File: config.mk
export PLATFORM = sky130hd
export DESIGN_NAME = cna_div_cell
export DESIGN_NICKNAME = d
export VERILOG_FILES = /design/src/rtl/cna_pkg.sv /design/src/rtl/cna_div_cell.sv
export SDC_FILE = /design/constraint.sdc
export NUM_CORES = 1
export LEC_CHECK = 0
export ABC_AREA = 1
export BUFFER_PORTS_ARGS = -buffer_cell sky130_fd_sc_hd__buf_2
export CAP_MARGIN = 30
export CORE_AREA = 10 10 297 299
export DETAILED_ROUTE_END_ITERATION = 10
export DIE_AREA = 0 0 307 309
export SLEW_MARGIN = 10
export SYNTH_ARGS = -nofsm -noshare
export SYNTH_HDL_FRONTEND = slang
export SYNTH_SLANG_ARGS = --single-unit
File: constraint.sdc
create_clock -name clk -period 20.5 [get_ports clk]
set_input_delay 2.05 -clock clk [delete_from_list [all_inputs] [get_ports clk]]
set_output_delay 2.05 -clock clk [all_outputs]
set_load 0.05 [all_outputs]
File: src/rtl/cna_pkg.sv
// Shared types, constants and functions for the complex number ALU
package cna_pkg;

  localparam int FRAC_BITS = 16;
  localparam int QB        = 33;
  localparam int NCELL     = QB;
  localparam int DVD_W     = 64 + FRAC_BITS;
  localparam int TOP_W     = DVD_W - QB;

  typedef enum logic [1:0] {
    OP_ADD = 2'd0,
    OP_SUB = 2'd1,
    OP_MUL = 2'd2,
    OP_DIV = 2'd3
  } op_t;

  typedef enum logic [1:0] {
    ST_OK   = 2'd0,
    ST_SAT  = 2'd1,
    ST_DIV0 = 2'd2,
    ST_RSVD = 2'd3
  } status_t;

  typedef struct packed {
    logic [31:0] val;
    logic        sat;
  } res_t;

  typedef struct packed {
    logic [63:0] rem;
    logic [QB-1:0] q;
    logic [QB-1:0] lo;
    logic        neg;
    logic        ovf;
  } lane_t;

  typedef struct packed {
    logic        vld;
    logic        is_div;
    logic [31:0] rr;
    logic [31:0] ri;
    status_t     st;
    logic [63:0] den;
    lane_t       re;
    lane_t       im;
  } pipe_t;

  function automatic res_t sat_s(input logic signed [64:0] v);
    res_t r;
    if (v > 65'sh0_7FFF_FFFF) begin
      r.val = 32'h7FFF_FFFF;
      r.sat = 1'b1;
    end else if (v < -65'sh0_8000_0000) begin
      r.val = 32'h8000_0000;
      r.sat = 1'b1;
    end else begin
      r.val = v[31:0];
      r.sat = 1'b0;
    end
    return r;
  endfunction

  function automatic res_t div_fin(input lane_t l);
    res_t r;
    if (l.neg) begin
      if (l.ovf || l.q > 33'h0_8000_0000) begin
        r.val = 32'h8000_0000;
        r.sat = 1'b1;
      end else begin
        r.val = 32'd0 - l.q[31:0];
        r.sat = 1'b0;
      end
    end else begin
      if (l.ovf || l.q > 33'h0_7FFF_FFFF) begin
        r.val = 32'h7FFF_FFFF;
        r.sat = 1'b1;
      end else begin
        r.val = l.q[31:0];
        r.sat = 1'b0;
      end
    end
    return r;
  endfunction

endpackage

File: src/rtl/cna_div_cell.sv
// Divider cell: one restoring quotient bit per lane, registered
module cna_div_cell import cna_pkg::*; (
  input  logic  clk,
  input  logic  rst_n,
  input  logic  en,
  input  pipe_t d,
  output pipe_t q
);

  pipe_t q_r, q_nxt;

  function automatic lane_t step(input lane_t l, input logic [63:0] den);
    lane_t       o;
    logic [63:0] r2;
    o  = l;
    r2 = {l.rem[62:0], l.lo[QB-1]};
    o.lo = {l.lo[QB-2:0], 1'b0};
    if (r2 >= den) begin
      o.rem = r2 - den;
      o.q   = {l.q[QB-2:0], 1'b1};
    end else begin
      o.rem = r2;
      o.q   = {l.q[QB-2:0], 1'b0};
    end
    return o;
  endfunction

  always_comb begin
    q_nxt    = d;
    q_nxt.re = step(d.re, d.den);
    q_nxt.im = step(d.im, d.den);
  end

  always_ff @(posedge clk) begin
    if (!rst_n) begin
      q_r.vld <= 1'b0;
    end else if (en) begin
      q_r <= q_nxt;
    end
  end

  assign q = q_r;

endmodule

==> results of run 1 <==
==> per-stage QoR <==
| step | setup slack, ns | total power, mW | instance area, um^2 | util, % |
|---|---|---|---|---|
| after floorplan | 10.15 | 1.55 | 25800 | - |
| after global placement | 14.90 | 1.81 | 31000 | 37.8 |
| final | 15.53 | 2.63 | 32500 | 39.8 |
| after detailed placement | 14.88 | 1.81 | 31000 | 37.9 |
| after global routing | 15.36 | 2.75 | 32500 | 39.7 |
| after CTS | 15.51 | 2.66 | 32500 | 39.7 |
==> tightest hold or removal path, cell delays in order (launching register included) <==
cell,delay [ns]
dfxtp_1,0.30
o21ai_0,0.15
a21oi_1,0.05
==> layout by cell type (no fill, tap or decap), drive strengths merged, types with 3 or more instances in the layout <==
cell type / instances
clkinv: 15
buf: 796
nor4: 7
and2: 4
a21oi: 85
diode: 12
inv: 761
o21ai: 15
nor3: 19
bufinv: 5
nand4: 39
nand2: 1479
nor2: 237
ha: 128
edfxtp: 393
clkbuf: 58
nand3: 240
and3: 3
xor2: 60
==> cells by family (layout without fill, tap and decap cells) <==
| kind of cell | Yosys count | after routing | share of synthesized area, % |
|---|---|---|---|
| compound gates | 100 | 100 | 2.03 |
| simple gates | 2030 | 2030 | 31.8 |
| buf+inv | 794 | 1637 | 11.9 |
| flops | 394 | 394 | 45.8 |
| xor+xnor | 62 | 62 | 2.10 |
| other cells | 1 | 14 | 0.0145 |
| fa+ha+maj | 130 | 130 | 6.36 |
==> power by group through the flow <==
stage               Sequential, mW  Clock [mW]  Combinational [mW]
global placement             0.998           0               0.808
global route                 0.988       0.890               0.873
detailed placement           0.999           0               0.810
floorplan                     1.23           0               0.322
finish                       0.983       0.837               0.809
CTS                          0.983       0.859               0.813
==> cell type report <==
cell class | instances | share of cell area [%]
repair buffers | 796 | 12.4
flip-flops and latches | 394 | 36.3
diodes | 12 | 0.0923
clock inverters | 23 | 0.881
well taps | 1070 | 4.11
multi-input cells | 2324 | 33.6
inverters | 760 | 8.79
clock buffers | 58 | 3.77
==> per-layer routing <==
layer | routed length [um] | vias up
met1 | 45100 | 11800
met3 | 8100 | 227
met4 | 6110 | 34
li1 | - | 12500
met5 | 233 | -
met2 | 66600 | 836
==> final timing paths <==
path / to / depth (start not counted)
setup / recovery: q[236] / 15
hold / removal: q[395] / 2
setup reg to reg: q[395] / 2
hold reg to reg: q[395] / 2
==> metrics.csv, run 1 <==
metric,value,unit
yosys_warnings,0,
worstPathArrival,5.30,ns
detail_route.iter0.violations,1676,
worstMarginPinSlew,0.921,ns
layout.nets,4852,
place_hpwl,109000,um
max-vdd-ir-drop,0.0000512,V
avgSynthCellArea,7.35,um^2
synth_top_cell_by_area,edfxtp_1,
syn_area,25800,um^2
r2r_slack,19.88,ns
switchingPower,976,uW
die_area,94900,um^2
synthCells,3511,
status,"finished, final reports clean",
finalHoldViolCount,0,
wire_per_inst,23.2,um
seqPwrFrac,37.4,%
core,81800,um^2
largest_reg_flops,394,
hold_path_class,reg -> reg,
grtUsageMet3,5.74,%
finalClockSkew,0,ns
p_per_area,80.8,nW/um^2
grt_pass1_vias,24900,
path_cells,buf_2 -> inv_1 -> ha_1 -> nand2_1 -> nor2_1 -> nand2_1 -> nor2_1 -> nand4_1 -> nand3_1 -> nand2_1 -> nand2_4 -> inv_2 -> buf_4 -> nand2_1 -> nand2_1,
startpoint,d[293],
synthMostInstantiatedCell,nand2_1,
crit_top_cell,nand2_1,
rsz0062_at_grt,no,
cts_sinks,394,
std_cell_rows,105,
grt_max_degree,158,
initial_utilization,31.5,%
tns,0,ns
clkTransAtPathRegs,0.06,ns
ys_ff_latch,394,
clock_latency,0.60,ns
switching_share,37.1,%
avgViaCountPerCell,4.66,
clockBufferDepth,3,
io_pins,795,
slew_violations,0,
yosys-top-cells-area,"edfxtp_1, nand2_1, inv_1",
slowest_stage,nand2_4,
wl,126000,um
cts_tree,yes,
crit_buf_inv,4,
gp_congestion,0.969,
antenna_found_initial,29,
hold_path.startpoint,q[395],
path_delay_family,simple AND/OR/NAND/NOR gates,
dp_cells,5344,
grt.met2_usage,49.0,%
n_fill_cell,8757,
final-setup-viol-count,0,
cts_buffers,47,
internal_power,1.65,mW
ctsHoldBuffers,0,
timing.final.crit_period,4.97,ns
die_h,309,um
io_buffers,788,
fmax,201,MHz
max-slew-margin-rel,38.6,%
drive_gt1_share,20.7,%
hold_slack,0.545,ns
seqCellArea,11800,um^2
syn_to_final_growth,26.0,%
p_comb_share,30.8,%
worst_setup_path_end_kind,flip-flop,
synth_edf_count,393,
synth_top_area_share,45.7,%
path_class,in -> reg,
drc_errors,0,
critPathLaunchType,input port,
grt_pass1_wl,173000,um
grt_busiest_layer,met2,
grt_usage,25.4,%
cts.root.buffer_cell,clkbuf_16,
vias,25400,
p_leak,17.7,nW
gr-total-overflow,0,
async_reset_ff_share,0,%
yosys-top-cells-count,"nand2_1, inv_1, edfxtp_1, nand3_1, nor2_1",
detail-route-antenna-nets,0,
synth_cell_types,33,
reg2reg_from,q[395],
synthFlopType,edfxtp_1,
drt_pass1_iterations,5,
cpPeakStageDelay,0.63,ns
yosysSeqAreaShare,45.8,%
clkPwrFrac,31.9,%
cts_max_level,2,
post-cts-setup-buffer-count,0,
die_w,307,um
max_cap_violations,0,
grt_use_met1,25.9,%
critPathRequiredTime,20.82,ns
worstPathMaxFanout,68,
multi_input_area,10900,um^2
post-route-period-util,24.2,%
final_cells,5437,
cts_resized,0,
Note: power is estimated with default switching activity, not from simulation.
==> run 2, diff against run 1 <==
==> constraint.sdc (replaced) <==
create_clock -name clk -period 4.7 [get_ports clk]
set_input_delay 0.47 -clock clk [delete_from_list [all_inputs] [get_ports clk]]
set_output_delay 0.47 -clock clk [all_outputs]
set_load 0.05 [all_outputs]
==> run 2 against run 1 <==
Core utilization up 0.69 points. Final cell count up 1.0%. Sequential power rose to 4.4 times the previous value. Worst setup slack worse by 14 ns. Register-to-register slack worse by 16 ns. Clock-buffer cell count down 4. Clock skew unchanged. Wire length down 0.50%. Total power rose to 4.4 times the previous value. Critical path type unchanged.
==> metrics.csv, run 2 (synthesized netlist as in run 1, its figures left out) <==
metric,value,unit,change
status,"finished, final reports clean",,
worstMarginPinSlew,1.13,ns,+0.206 ns
critPathRequiredTime,5.04,ns,-15.78 ns
finalHoldViolCount,0,,unchanged
die_h,309,um,unchanged
ctsHoldBuffers,52,,+52
die_w,307,um,unchanged
fmax,285,MHz,
finalClockSkew,0,ns,unchanged
dpl_worst_slack,1.16,ns,-13.72 ns
place_hpwl,107000,um,-1.3%
dp_cells,5347,,+0.056%
layout.nets,4907,,+1.1%
grt_usage,25.3,%,-0.035 points
clockBufferDepth,3,,unchanged
wl,125000,um,-0.50%
std_cell_rows,105,,unchanged
rsz0062_at_grt,no,,
worstPathMaxFanout,21,,-69%
cts_tree,yes,,
seqCellArea,11800,um^2,unchanged
avgViaCountPerCell,4.67,,about the same
io_buffers,788,,unchanged
crit_top_cell,nand2_1,,
cts_sinks,394,,unchanged
drc_errors,0,,unchanged
final-setup-viol-count,0,,unchanged
final_cells,5492,,+1.0%
max-vdd-ir-drop,0.000248,V,+380%
layout_setup_ws,1.20,ns,-14.33 ns
hold_path_class,in -> reg,,
max_cap_violations,0,,unchanged
p_leak,17.9,nW,+1.2%
worstPathArrival,3.85,ns,-1.45 ns
clkTransAtPathRegs,0.06,ns,about the same
grt_max_degree,173,,+9.5%
largest_reg_flops,394,,unchanged
cpPeakStageDelay,0.53,ns,-0.10 ns
cts_resized,0,,unchanged
p_per_area,348,nW/um^2,+330%
gp_congestion,0.965,,-0.42%
drt_pass1_iterations,9,,+4
slowest_stage,dlygate4sd3_1,,
die_area,94900,um^2,unchanged
drive_gt1_share,20.6,%,-0.10 points
path_delay_family,buffers and inverters,,
grt_pass1_wl,174000,um,+0.90%
path_class,in -> reg,,
grt_pass1_vias,25400,,+2.2%
detail-route-antenna-nets,0,,unchanged
core,81800,um^2,unchanged
worst_setup_path_end_kind,flip-flop,,
gr-total-overflow,0,,unchanged
wire_per_inst,22.8,um,-1.5%
detail_route.iter0.violations,1842,,+9.9%
crit_buf_inv,5,,+1
final_common_cell,nand2_1,,
multi_input_area,10900,um^2,+0.10%
syn_to_final_growth,28.2,%,
post-cts-setup-buffer-count,0,,unchanged
max-slew-margin-rel,24.8,%,-14 points
slew_violations,0,,unchanged
antenna_found_initial,16,,-45%
clock_latency,0.62,ns,+0.02 ns
timing.final.crit_period,3.50,ns,
io_pins,795,,unchanged
cts.root.buffer_cell,clkbuf_16,,
post-route-period-util,74.5,%,
vias,25600,,+1.1%
initial_utilization,31.5,%,unchanged
cts_buffers,47,,unchanged
cts_max_level,2,,unchanged
final_cell_mix,"nand2_1, buf_2, inv_1",,
critPathLaunchType,input port,,
path_cells,dlygate4sd3_1 -> buf_2 -> inv_1 -> ha_1 -> nand2_1 -> inv_1 -> nand2_1 -> nand2_1 -> nand2_1 -> nand2_1 -> nand2_1 -> nand2_1 -> a21oi_4 -> nand3_2 -> buf_4 -> nand3_1 -> nand2_1,,
n_fill_cell,8657,,-1.1%
## run 2: changes by cell type in the layout (fill, tap and decap cells not counted), moves of 2 or more
cell / before / now
clkbuf_1: 10 / 7
bufinv_16: 5 / 3
dlygate4sd3_1: 0 / 52
clkinv_4: 2 / 5
clkinvlp_4: 2 / 7
buf_12: 1 / 4
diode_2: 12 / 7
clkinv_1: 5 / 9
## run 2: stage by stage
| stage | utilization [%] | area [um^2] | hold WS, ns | total power [mW] | TNS [ns] |
|---|---|---|---|---|---|
| after floorplan | - | 25800 | 0.563 | 6.75 | -824.91 |
| after global placement | 37.9 | 31000 | 0.528 | 7.88 | 0 |
| after detailed placement | 37.9 | 31000 | 0.541 | 7.90 | 0 |
| after CTS | 40.4 | 33100 | 0.000230 | 11.6 | 0 |
| after global routing | 40.4 | 33100 | 0.00634 | 12.0 | 0 |
| final | 40.4 | 33100 | 0.0332 | 11.5 | 0 |
## run 2: report_power, final
| part | leakage, nW | internal (mW) | switching, mW |
|---|---|---|---|
| clock | 0.719 | 2.03 | 1.62 |
| combinational | 13.5 | 0.893 | 2.68 |
| sequential | 3.68 | 4.22 | 0.0699 |
## run 2: final timing paths
path	start	end	slack [ns]	depth (start not counted)
setup / recovery	d[299]	q[102]	1.20	17
hold / removal	d[181]	q[182]	0.03	1
setup reg to reg	q[395]	q[395]	4.06	2
hold reg to reg	q[395]	q[395]	0.55	2
## run 2: cell type report
cell class              count  area share, %
flip-flops and latches    394           35.7
clock inverters            32          0.975
clock buffers              54           3.63
multi-input cells        2324           33.1
inverters                 760           8.63
repair buffers            851           13.9
diodes                      7         0.0529
well taps                1070           4.04
## run 2: routing by layer
metal,track usage (%),wire (um)
met5,0,107
met2,48.2,65600
met3,4.99,7670
met4,11.0,6040
met1,26.8,46000
